`config.mk`:
```
export PLATFORM = sky130hd
export DESIGN_NAME = occ_cmdq
export DESIGN_NICKNAME = d
export VERILOG_FILES = /design/src/hdl/occ_pkg.sv /design/src/hdl/occ_cmdq.sv
export SDC_FILE = /design/constraint.sdc
export NUM_CORES = 1
export LEC_CHECK = 0
export ABC_CLOCK_PERIOD_IN_PS = 3170
export BUFFER_PORTS_ARGS = -buffer_cell sky130_fd_sc_hd__buf_4
export CAP_MARGIN = 0
export CORE_ASPECT_RATIO = 1.5
export CORE_UTILIZATION = 38
export CTS_BUF_LIST = sky130_fd_sc_hd__clkbuf_4 sky130_fd_sc_hd__clkbuf_8
export DETAILED_ROUTE_END_ITERATION = 12
export GPL_ROUTABILITY_DRIVEN = 1
export RECOVER_POWER = 50
export SYNTH_ARGS = -nofsm -noshare
export SYNTH_HDL_FRONTEND = slang
export SYNTH_SLANG_ARGS = --single-unit
```
`constraint.sdc`:
```
create_clock -name clk -period 3.17 [get_ports clk]
set_clock_uncertainty 0.15 [all_clocks]
set_input_delay 0.1585 -clock clk [delete_from_list [all_inputs] [get_ports clk]]
set_output_delay 0.1585 -clock clk [all_outputs]
set_load 0.02 [all_outputs]
```
`src/hdl/occ_pkg.sv`:
```
`default_nettype none

package occ_pkg;

    // Grid and window geometry
    localparam int GRID_SIDE_DEF     = 256;
    localparam int MAX_WINDOW_RADIUS = 4;
    localparam int RAD_IN_W          = 3;
    localparam int RAD_W             = $clog2(MAX_WINDOW_RADIUS + 1);
    localparam int RREQ_W            = (RAD_W > RAD_IN_W) ? RAD_W : RAD_IN_W;

    // Field and arithmetic widths
    localparam int POS_W  = 11;
    localparam int CRD_W  = 12;
    localparam int CELL_W = 9;
    localparam int SUM_W  = 11;

    // Command queue between front and back
    localparam int CMDQ_DEPTH = 2;

    // Input mode codes
    localparam logic [1:0] MODE_HIT   = 2'd0;
    localparam logic [1:0] MODE_MISS  = 2'd1;
    localparam logic [1:0] MODE_QUERY = 2'd2;

    // Cell values in hundredths
    localparam logic signed [CELL_W-1:0] CELL_UNKNOWN   = -9'sd100;
    localparam logic signed [CELL_W-1:0] CELL_FLOOR_PRE = -9'sd90;
    localparam logic signed [CELL_W-1:0] CELL_MIN       = -9'sd99;
    localparam logic signed [CELL_W-1:0] CELL_MAX       = 9'sd200;
    localparam logic signed [SUM_W-1:0]  CENTER_STEP    = 11'sd45;
    localparam logic signed [SUM_W-1:0]  NEIGHBOUR_STEP = 11'sd10;

    typedef enum logic [1:0] {
        CMD_FLAG,
        CMD_HIT,
        CMD_MISS,
        CMD_QUERY
    } cmd_kind_t;

    typedef struct packed {
        cmd_kind_t                 kind;
        logic signed [POS_W-1:0]   x;
        logic signed [POS_W-1:0]   y;
        logic signed [CELL_W-1:0]  thr;
        logic [RAD_W-1:0]          rad;
        logic                      flag;
    } cmd_t;

    typedef enum logic [2:0] {
        ST_CLEAR,
        ST_IDLE,
        ST_UPDATE,
        ST_QUERY,
        ST_DRAIN,
        ST_RESULT
    } back_state_t;

    function automatic logic in_grid(
        input logic signed [CRD_W-1:0] cx,
        input logic signed [CRD_W-1:0] cy,
        input logic signed [CRD_W-1:0] side
    );
        return (cx >= 0) && (cy >= 0) && (cx < side) && (cy < side);
    endfunction

    function automatic logic signed [CELL_W-1:0] clamp_cell(
        input logic signed [SUM_W-1:0] v
    );
        logic signed [CELL_W-1:0] r;
        if (v < SUM_W'(CELL_MIN))
        begin
            r = CELL_MIN;
        end
        else if (v > SUM_W'(CELL_MAX))
        begin
            r = CELL_MAX;
        end
        else
        begin
            r = CELL_W'(v);
        end
        return r;
    endfunction

endpackage

`default_nettype wire

```
`src/hdl/occ_cmdq.sv`:
```
`default_nettype none

module occ_cmdq import occ_pkg::*; (
    input  wire logic push,
    input  wire logic clk,
    input  wire logic rst_n,
    input  wire cmd_t push_cmd,
    output logic      full,
    input  wire logic pop,
    output cmd_t      pop_cmd,
    output logic      empty
);

    // pointers wrap naturally, so the depth is a power of two
    localparam int PW = (CMDQ_DEPTH > 1) ? $clog2(CMDQ_DEPTH) : 1;

    cmd_t          entry_reg [CMDQ_DEPTH];
    logic [PW-1:0] wr_ptr_reg, wr_ptr_next;
    logic [PW-1:0] rd_ptr_reg, rd_ptr_next;
    logic [PW:0]   count_reg, count_next;

    always_comb
    begin
        wr_ptr_next = push ? wr_ptr_reg + PW'(1) : wr_ptr_reg;
        rd_ptr_next = pop ? rd_ptr_reg + PW'(1) : rd_ptr_reg;
        count_next  = count_reg + {{PW{1'b0}}, push} - {{PW{1'b0}}, pop};
    end

    always_ff @(posedge clk or negedge rst_n)
    begin
        if (!rst_n)
        begin
            wr_ptr_reg <= '0;
            rd_ptr_reg <= '0;
            count_reg  <= '0;
        end
        else
        begin
            wr_ptr_reg <= wr_ptr_next;
            rd_ptr_reg <= rd_ptr_next;
            count_reg  <= count_next;
        end
    end

    always_ff @(posedge clk)
    begin
        if (push)
        begin
            entry_reg[wr_ptr_reg] <= push_cmd;
        end
    end

    assign full    = (count_reg == (PW+1)'(CMDQ_DEPTH));
    assign empty   = (count_reg == '0);
    assign pop_cmd = entry_reg[rd_ptr_reg];

endmodule

`default_nettype wire

```
After elaboration in Yosys (flattened, before gate mapping)
Memories as Yosys holds them, arrays and structs flattened.
Cells that the tools add are included.
Storage, ports and cells
  word-level logic and storage cells: 12
  memory bits (writable): 74
  output and inout bits: 39
  memories: 1
  input port bits: 41
  flip-flop bits (word level): 4
Memories
  entry_reg: words 2, width 37, read ports 1, clocked after Yosys merged registers in 0, write ports 1, RTL line occ_cmdq.sv:17  | cmd_t entry_reg [CMDQ_DEPTH];
Operators by class
  add/subtract/negate cells: 4
  muxes and demuxes: 2
  equal/unequal tests: 1
  reductions and logical operators: 1
Operator list (count)
  $add A1 B1 Y1 const B: 2
  $add A2 B1 Y2: 1
  $eq A2 B2 Y1 const B: 1
  $logic_not A2 Y1: 1
  $mux W1: 2
  $sub A2 B1 Y2: 1

Logic depth before layout (Yosys ltp)
  depth in word-level cells: 2
  gate-level depth with buffers: 5
  gate-level depth less buffers: 5

Least setup slack after synthesis
No wires, ideal clock.
  path kind: register to register
  from: register wr_ptr_reg
  to: memory entry_reg[0][0] (netlist bit), enable pin
  cell stages (with the launch flop): 2
  library setup time: 0.436 ns
  arrival: 2.061 ns
  period minus slack after synthesis: 2.647 ns
  path buffers: 0
  path slack: 0.523 ns
  data required time: 2.584 ns
  cell sequence: dfrtp_1 -> nor2b_1
RTL lines
  start: declaration: RTL line occ_cmdq.sv:18  | logic [PW-1:0] wr_ptr_reg, wr_ptr_next;
  start signal: assignment: RTL line occ_cmdq.sv:39  | wr_ptr_reg <= wr_ptr_next;
  end: declaration: RTL line occ_cmdq.sv:17
No word-level cell before the write port.

==> out/results.txt <==
Worst path depth = 3
Routed vias/inst = 4.34
Vias = 1589
Yosys warns = 0
Syn Nets = 173
GRT Total Usage = 13.8%
Critical Path AT = 2.01 ns
# IOs = 80
Maximum vdd drop = 0.681 mV
Leakage = 1.64 nW
Sequential fraction of the synthesis area = 78.7%
Critical path's top delay family = flip-flops
Initial antenna violation count = 0
M2 GR Usage = 24.1%
Synthesized flop and latch total = 78
Worst setup EP type = output port
Worst Path Max Fanout = 18
Routed length per instance = 13.8 um
DRT antenna net count = 0
Max-cap violations = 0
Slowest CP cell = dfrtp_1
Max reg flops = 74
Synth cell types = 13
CTS tree = built
Vias in the first global route = 1631
TritonCTS Buffers = 9
Syn Inst Count = 130
Pre-CTS setup slack = 1.39 ns
Post-route setup TNS = 0 ns
Critical R2R Capture = entry_reg[0][25]
Finished Core Util = 55.6%
Unrepaired setup endpoints after global routing = no
Hold Slack = 0.356 ns
Diode count = 0
Hold path depth = 1
Setup violators final = 0
Final net count = 303
Grt ovf = 0
CP peak stage delay = 0.72 ns
Num rows = 39
Met1 Use GR = 13.6%
Status = completed
Post-synth top area share = 75.4%
Highest clock rate = 432 MHz
Top post-synthesis cells by area = edfxtp_1 75%, mux2_4 10%, mux2_2 6.5%
Area occupied by multi-input gates = 584 um2
Crit path buf inv count = 2
Critical Path RT = 2.86 ns
Post-DP Area = 3660 um2
Htree depth = 3
FF/Latch Area = 2320 um2
R2R depth = 2
Yosys top cell by area = edfxtp_1
Hold Crit Class = flip-flop to flip-flop
Simple-gate share of the synthesized area = 0.764%
Period utilization = 73.1%
Clk_lat worst skew = 0.34 ns
Die width = 73.9 um
CP Class = flip-flop to output port
Worst hold path startpoint = wr_ptr_reg
Overall power = 3.43 mW
Synth Area per Inst = 22.7 um2
CP startpoint kind = flip-flop
Post-CTS setup repair buffer count = 0
Min cycle time layout = 2.32 ns
Final hold vios = 0
First-pass GRT wire length = 7.67 mm
DR iter-0 viols = 70
CTS Root Cell = clkbuf_8
R2R Setup Slk = 1.33 ns
Placed instance count = 310
Post-synthesis mux area share = 16.7%
Final Non-Filler Cells = 366
Final WL = 5.04 mm
Routability Congestion = 0.666
Initial core utilization = 39.0%
Layout Area Growth over Synthesis = 42.7%
DIE AREA = 8120 um2
Most crowded layer after global routing = met2
Clock transition at the registers of the reported paths = 0.07 ns
Post-Syn Area = 2950 um2
Design Area, Final = 4210 um2
Max clock buf depth = 2
Complex-gate fraction of the synthesized area = 0%
RR Startpoint = wr_ptr_reg
Largest net degree at the start of global routing = 38
Relative slew margins = 31.7%
XOR/XNOR share of the synthesized area = 1.40%
M3 GR Usage = 4.77%
Die H = 110 um
Max Transition Viols Final = 0
Layout cells sized above 1 = 47.0%
First-pass iteration count of the detailed router = 4
Largest family of logic cells by synthesized area = multiplexers
Layout fillers = 612
Power density over the cells = 814 nW/um2
DP HPWL = 3.05 mm
Crit-path cells = buf_4 -> mux2_2 -> buf_4
Final setup margin = 0.854 ns
Top cell by count, worst path = buf_4
Core box area = 7560 um2
Actual slew at the worst max-slew pin = 1.02 ns
Hold Path End = wr_ptr_reg
PortBufs = 79
# DRC = 0
Clock Sinks = 78
Post-Synth Adder-Cell Area = 0.849%
[layer usage]
| metal | vias up | wire (um) |
|---|---|---|
| met5 | - | 0 |
| met4 | 0 | 110 |
| li1 | 767 | - |
| met1 | 770 | 1830 |
| met3 | 7 | 229 |
| met2 | 45 | 2870 |
[cell families after synthesis]
family | count (synthesis)
mux | 37
buf+inv | 6
simple gates | 4
fa+ha+maj | 2
flops | 78
xor+xnor | 3
[worst reg2reg max path: stages (launching register included)]
cell and delay, ns:
dfrtp_1 0.41, nor2b_2 0.11, clkbuf_2 0.78
[area by class of cell]
class	instances	area share, %
flip-flops and latches	78	55.2
repair buffers	123	23.5
multi-input cells	46	13.9
well taps	102	3.03
clock buffers	9	2.94
clock inverters	6	1.28
inverters	2	0.178
[power breakdown]
group	switching (mW)	internal, mW	leakage, nW
sequential	0.0875	1.38	0.741
combinational	0.638	0.644	0.814
clock	0.331	0.350	0.0876
total	1.06	2.37	1.64
[cell usage after synthesis]
| cell type | count |
|---|---|
| and2_1 | 1 |
| buf_2 | 1 |
| buf_6 | 3 |
| dfrtp_1 | 4 |
| edfxtp_1 | 74 |
| ha_1 | 2 |
| inv_1 | 2 |
| mux2_2 | 17 |
| mux2_4 | 20 |
| nor2_1 | 1 |
| nor2b_1 | 2 |
| xor2_1 | 2 |
| xor3_1 | 1 |
[layout by cell type (no fill, tap or decap), types with 3 or more instances in the layout]
cell	Yosys	final
edfxtp_1	74	74
dlygate4sd3_1	0	41
buf_4	0	39
clkbuf_4	0	33
mux2_4	20	20
mux2_2	17	17
clkbuf_8	0	9
clkbuf_1	0	9
dfrtp_1	4	4
clkinv_1	0	3
[worst max path at each step]
stage	start	to	slack, ns
after floorplan	wr_ptr_reg	entry_reg[0][0]	0.52
after global placement	wr_ptr_reg	entry_reg[1][7]	1.39
after detailed placement	rd_ptr_reg	pop_cmd[23]	1.39
after CTS	rd_ptr_reg	pop_cmd[23]	1.0
after global routing	rd_ptr_reg	pop_cmd[33]	0.72
final	rd_ptr_reg	pop_cmd[33]	0.85
[repair_timing]
action / in CTS / in global routing
hold buffers: 41 / 0
hold endpoints to repair: 81 / 0
resized for setup: 0 / 0
Power figures use the tool's default switching activity.
