File: config.mk
export PLATFORM = sky130hd
export DESIGN_NAME = occ_front
export DESIGN_NICKNAME = d
export VERILOG_FILES = /design/src/hdl/occ_pkg.sv /design/src/hdl/occ_front.sv
export SDC_FILE = /design/constraint.sdc
export NUM_CORES = 1
export LEC_CHECK = 0
export BUFFER_PORTS_ARGS = -buffer_cell sky130_fd_sc_hd__buf_2
export CORE_AREA = 8 8 45 47
export DETAILED_ROUTE_END_ITERATION = 8
export DIE_AREA = 0 0 53 55
export GPL_TIMING_DRIVEN = 0
export PLACE_DENSITY = 0.88
export SYNTH_ARGS = -nofsm -noshare
export SYNTH_HDL_FRONTEND = slang
export SYNTH_SLANG_ARGS = --single-unit
File: constraint.sdc
create_clock -name vclk -period 3.8
set_input_delay 1.14 -clock vclk [all_inputs]
set_output_delay 1.14 -clock vclk [all_outputs]
set_load 0.01 [all_outputs]
File: src/hdl/occ_pkg.sv
`default_nettype none

package occ_pkg;

    // Grid and window geometry
    localparam int GRID_SIDE_DEF     = 256;
    localparam int MAX_WINDOW_RADIUS = 4;
    localparam int RAD_IN_W          = 3;
    localparam int RAD_W             = $clog2(MAX_WINDOW_RADIUS + 1);
    localparam int RREQ_W            = (RAD_W > RAD_IN_W) ? RAD_W : RAD_IN_W;

    // Field and arithmetic widths
    localparam int POS_W  = 11;
    localparam int CRD_W  = 12;
    localparam int CELL_W = 9;
    localparam int SUM_W  = 11;

    // Command queue between front and back
    localparam int CMDQ_DEPTH = 2;

    // Input mode codes
    localparam logic [1:0] MODE_HIT   = 2'd0;
    localparam logic [1:0] MODE_MISS  = 2'd1;
    localparam logic [1:0] MODE_QUERY = 2'd2;

    // Cell values in hundredths
    localparam logic signed [CELL_W-1:0] CELL_UNKNOWN   = -9'sd100;
    localparam logic signed [CELL_W-1:0] CELL_FLOOR_PRE = -9'sd90;
    localparam logic signed [CELL_W-1:0] CELL_MIN       = -9'sd99;
    localparam logic signed [CELL_W-1:0] CELL_MAX       = 9'sd200;
    localparam logic signed [SUM_W-1:0]  CENTER_STEP    = 11'sd45;
    localparam logic signed [SUM_W-1:0]  NEIGHBOUR_STEP = 11'sd10;

    typedef enum logic [1:0] {
        CMD_FLAG,
        CMD_HIT,
        CMD_MISS,
        CMD_QUERY
    } cmd_kind_t;

    typedef struct packed {
        cmd_kind_t                 kind;
        logic signed [POS_W-1:0]   x;
        logic signed [POS_W-1:0]   y;
        logic signed [CELL_W-1:0]  thr;
        logic [RAD_W-1:0]          rad;
        logic                      flag;
    } cmd_t;

    typedef enum logic [2:0] {
        ST_CLEAR,
        ST_IDLE,
        ST_UPDATE,
        ST_QUERY,
        ST_DRAIN,
        ST_RESULT
    } back_state_t;

    function automatic logic in_grid(
        input logic signed [CRD_W-1:0] cx,
        input logic signed [CRD_W-1:0] cy,
        input logic signed [CRD_W-1:0] side
    );
        return (cx >= 0) && (cy >= 0) && (cx < side) && (cy < side);
    endfunction

    function automatic logic signed [CELL_W-1:0] clamp_cell(
        input logic signed [SUM_W-1:0] v
    );
        logic signed [CELL_W-1:0] r;
        if (v < SUM_W'(CELL_MIN))
        begin
            r = CELL_MIN;
        end
        else if (v > SUM_W'(CELL_MAX))
        begin
            r = CELL_MAX;
        end
        else
        begin
            r = CELL_W'(v);
        end
        return r;
    endfunction

endpackage

`default_nettype wire

File: src/hdl/occ_front.sv
`default_nettype none

module occ_front import occ_pkg::*; #(
    parameter int GRID_SIDE = GRID_SIDE_DEF
) (
    input  wire logic                      in_valid,
    output logic                           in_stall,
    input  wire logic [1:0]                mode,
    input  wire logic signed [POS_W-1:0]   pos_x,
    input  wire logic signed [POS_W-1:0]   pos_y,
    input  wire logic signed [CELL_W-1:0]  threshold,
    input  wire logic                      use_window,
    input  wire logic [RAD_IN_W-1:0]       window_radius,
    input  wire logic                      clearing,
    input  wire logic                      q_full,
    output logic                           q_push,
    output cmd_t                           q_cmd
);

    localparam logic signed [CRD_W-1:0] SIDE_S  = CRD_W'(GRID_SIDE);
    localparam logic [RREQ_W-1:0]       RAD_CAP = RREQ_W'(MAX_WINDOW_RADIUS);

    logic               center_in;
    logic [RREQ_W-1:0]  rad_req;
    logic [RAD_W-1:0]   rad_sat;

    always_comb
    begin
        center_in = in_grid(CRD_W'(pos_x), CRD_W'(pos_y), SIDE_S);

        // saturate the window to the largest supported radius
        rad_req = RREQ_W'(window_radius);
        if (rad_req > RAD_CAP)
        begin
            rad_sat = RAD_W'(RAD_CAP);
        end
        else
        begin
            rad_sat = RAD_W'(rad_req);
        end

        q_cmd.x    = pos_x;
        q_cmd.y    = pos_y;
        q_cmd.thr  = threshold;
        q_cmd.rad  = use_window ? rad_sat : '0;
        q_cmd.flag = 1'b0;
        q_cmd.kind = CMD_FLAG;

        // resolve out-of-bounds centers and the unused mode to a bare flag
        unique case (mode)
            MODE_HIT:
            begin
                q_cmd.kind = center_in ? CMD_HIT : CMD_FLAG;
                q_cmd.flag = !center_in;
            end
            MODE_MISS:
            begin
                q_cmd.kind = center_in ? CMD_MISS : CMD_FLAG;
                q_cmd.flag = !center_in;
            end
            MODE_QUERY:
            begin
                q_cmd.kind = center_in ? CMD_QUERY : CMD_FLAG;
                q_cmd.flag = !center_in;
            end
            default:
            begin
                q_cmd.kind = CMD_FLAG;
                q_cmd.flag = 1'b0;
            end
        endcase
    end

    assign in_stall = clearing || q_full;
    assign q_push   = in_valid && !in_stall;

endmodule

`default_nettype wire

Yosys cells after proc, flatten, opt, wreduce, memory -nomap -nowiden
Cells that the tools add are included.
Storage, ports and cells
  register bits: 0
  bits of input ports: 40
  output and inout bits: 39
  logic and storage cells: 23
Cells by class
  magnitude comparators: 5
  equality and inequality tests: 2
  multiplexer cells: 7
  reductions and logical operators: 9
Operators with widths (number)
  $ge A11 B1 Y1 const B: 2
  $lt A11 B10 Y1 const B: 2
  $mux W3: 2
  $pmux W2 S3: 1
  $logic_and A1 B1 Y1: 4
  $mux W2: 2
  $gt A3 B3 Y1 const B: 1
  $reduce_or A3 Y1: 1
  $eq A2 B1 Y1 const B: 1
  $eq A2 B2 Y1 const B: 1
  $logic_not A1 Y1: 2
  $logic_not A2 Y1: 1
  $mux W1: 2
  $logic_or A1 B1 Y1: 1

Longest topological paths before layout
  word-level depth: 6
  depth in mapped cells: 2
  depth with buffers taken out: 2

Worst setup path after synthesis
No wires, ideal clock.
  kind: input to output
  start: input pos_y[10]
  end: output q_cmd[35] (netlist bit)
  arrival time: 2.040 ns
  required time: 2.660 ns
  slack: 0.620 ns
  stages on the path: 2
  path buffers: 0
  path through: or4_4 > nor4_1
RTL lines
  start: declaration: RTL line occ_front.sv:10  | input wire logic signed [POS_W-1:0] pos_y,
  end: declaration: RTL line occ_front.sv:17  | output cmd_t q_cmd

==> flow_summary_export.csv <==
group,metric,value,unit
cells_and_area,sequential_cell_total,0,
global_route,pin_count_of_the_biggest_net_entering_global_routing,5,
cells_and_area,finalCoreUtilization,44.2,%
timing,timing.final.crit_period,3.33,ns
pwr,power.internal,0.0415,mW
global_route,antenna_found_initial,0,
cts,post_cts.resized_instances,0,
worst_setup_path,cp_max_fo,3,
worst_setup_path,setup.worst_path.class,"in -> out",
timing,setup_total_negative_slack,0,ns
timing,fin_crit_sh,87.6,%
run,max_cap_viol_count,0,
floorplanning,num_io_pins,79,
cts,post_cts_buffers,0,
cells_and_area,n_fill_cell,133,
cells_and_area,area_taken_by_multi_input_logic_gates,85.1,um2
floorplanning,initial_core_utilization,23.2,%
pwr,total_leakage_power,0.404,nW
timing,worstMarginPinSlew,0.233,ns
cells_and_area,layout.nets,139,
pwr,power_frac_clock,0,%
worst_setup_path,cp_cell_sequence,"buf_2 -> or4_4 -> nor4_2 -> buf_2",
worst_setup_path,cp.buffers_inverters,2,
cells_and_area,n_antenna_cell,0,
placed_design,port-buffer-count,54,
timing,rsz0062_at_grt,"false",
cells_and_area,layout.clock_buffers,0,
logic_synthesis,post_synth_top_area_share,72.4,%
floorplanning,core_area,1380,um2
pwr,switchingPower,0.0277,mW
cts,cts_hold_buf,0,
logic_synthesis,net_count_synth,83,
worst_setup_path,cp-start-kind,"input pin",
floorplanning,row_count,14,
floorplanning,die_h,55,um
min_path,hold_path_start,"pos_x[1]",
worst_setup_path,crit_path_end_kind,"output port",
worst_setup_path,cp.arrival,2.19,ns
logic_synthesis,post_synthesis_cell_count,43,
worst_setup_path,timing.critical_path.max_delay_family,"simple AND/OR/NAND/NOR gates",
drt,drtPass1Iterations,1,
timing,final_report_max_slew_violation_count,0,
drt,drt_drc_violations_left,0,
placed_design,finalWeightedCongestion,0.743,
cells_and_area,synthToLayoutAreaGrowth,90.3,%
min_path,whs_endpoint,"q_cmd[25]",
global_route,grt_total_usage,8.12,%
timing,maxSlewHeadroom,84.3,%
timing,timing.final.setup_violations,0,
drt,vias,448,
cells_and_area,sequential_cell_area,0,um2
drt,first_iter_violations,0,
global_route,wire_length_of_the_first_global_routing_pass,1.93,mm
drt,route.final.wire_length,1.44,mm
outcome,outcome,"finished, final reports clean",
worst_setup_path,timing.critical_path.slowest_stage_cell,"sky130_fd_sc_hd__or4_4",
drt,post_drt_via_cell_ratio,3.96,
timing,fmax,0.300,GHz
pwr,seq_power_share,0,%
logic_synthesis,synth.yosys.seq_area_share,0,%
pwr,switching_share,40.0,%
min_path,classification_of_the_worst_slack_hold_path,"in -> out",
timing,report.final.hold_viol_count,0,
worst_setup_path,crit_path_max_incr_delay,0.54,ns
logic_synthesis,synth.top_cells.by_area,"sky130_fd_sc_hd__buf_4 (72%), sky130_fd_sc_hd__and3b_1 (5.4%), sky130_fd_sc_hd__nor4_2 (3.9%), sky130_fd_sc_hd__or4_4 (3.5%), sky130_fd_sc_hd__o31a_1 (2.7%)",
global_route,grt-ovfl-total,0,
floorplanning,floorplan.die.width,53,um
worst_setup_path,critical-path-top-cell-by-count,"sky130_fd_sc_hd__buf_2",
logic_synthesis,ys_warn_count,0,
logic_synthesis,post_synth.cell_area_avg,7.48,um2
pwr,peakVddDrop,0.0448,mV
drt,routed_wire_per_std_cell,12.7,um
floorplanning,floorplan.die_area,2920,um2
global_route,grt_pass1_vias,475,
pwr,combPwrFrac,100.0,%
drt,drt.antenna.violating_nets,0,
logic_synthesis,synth_area_leader_cell,"sky130_fd_sc_hd__buf_4",
logic_synthesis,yosysUniqueCellTypes,12,
logic_synthesis,synthesis.area,322,um2
worst_setup_path,cp.required,2.66,ns
cells_and_area,post_route_cells_drive_above_1_share,90.7,%
pwr,pwr_density_cell,113,nW/um2
min_path,timing.hold.worst_path_depth,2,
[metal layers]
layer  track usage [%]  wire [um]  vias to the layer above
met4                 0          0                        0
met3              4.28        265                        0
li1                  -          -                      216
met5                 0          0                        -
met2              15.6        700                       48
met1              7.99        473                      184
[power groups by stage]
stage	clock network, mW	logic, mW	registers [mW]
6_report	0	0.0693	0
5_1_grt	0	0.0750	0
4_1_cts	0	0.0706	0
3_5_place_dp	0	0.0705	0
3_3_place_gp	0	0.0691	0
2_1_floorplan	0	0.0403	0
[logic make-up (layout without fill, tap and decap cells)]
family          count (synthesis)  in the layout  synth area share (%)
simple gates                    9              9                  21.0
buf+inv                        32             86                  73.5
compound gates                  1              1                  2.72
xor+xnor                        1              1                  2.72
[per-stage QoR]
step           cells  hold WS [ns]  cell area (um2)  worst slack (ns)  total power [mW]
2_1_floorplan     43          2.31              322             0.620            0.0403
3_3_place_gp     113          2.47              612             0.482            0.0691
3_5_place_dp     113          2.47              612             0.458            0.0705
4_1_cts          113          2.47              612             0.456            0.0706
5_1_grt          113          2.47              612             0.402            0.0750
6_report         113          2.46              612             0.472            0.0693
[layout make-up]
type / instances / share of cell area, %
Tap cell: 16 / 3.27
Timing Repair Buffer: 54 / 44.2
Inverter: 1 / 0.613
Buffer: 31 / 38.0
Multi-Input combinational cell: 11 / 13.9
[worst max-delay path by stage]
stage               startpoint   endpoint  slack, ns  cells past startpoint
floorplan            pos_y[10]  q_cmd[35]       0.62                      2
global placement     pos_y[10]  q_cmd[35]       0.48                      4
detailed placement   pos_y[10]  q_cmd[36]       0.46                      4
CTS                  pos_y[10]  q_cmd[36]       0.46                      4
global route         pos_y[10]  q_cmd[35]       0.40                      4
finish               pos_y[10]  q_cmd[36]       0.47                      4
[Yosys cell counts (all sizes together)]
cell type  number
or4             1
nor2            1
nand2           1
inv             1
and3b           2
buf            31
and2            1
xnor2           1
or2             1
nor4            2
o31a            1
[layout by cell type, fill, tap and decap left out]
cell,instances
sky130_fd_sc_hd__or2_2,1
sky130_fd_sc_hd__nor4_1,1
sky130_fd_sc_hd__o31a_1,1
sky130_fd_sc_hd__nor4_2,1
sky130_fd_sc_hd__inv_1,1
sky130_fd_sc_hd__buf_2,54
sky130_fd_sc_hd__nand2_1,1
sky130_fd_sc_hd__and3b_1,2
sky130_fd_sc_hd__and2_1,1
sky130_fd_sc_hd__nor2_1,1
sky130_fd_sc_hd__buf_4,31
sky130_fd_sc_hd__or4_4,1
sky130_fd_sc_hd__xnor2_1,1
No activity file was read; power rests on OpenSTA's default activity.
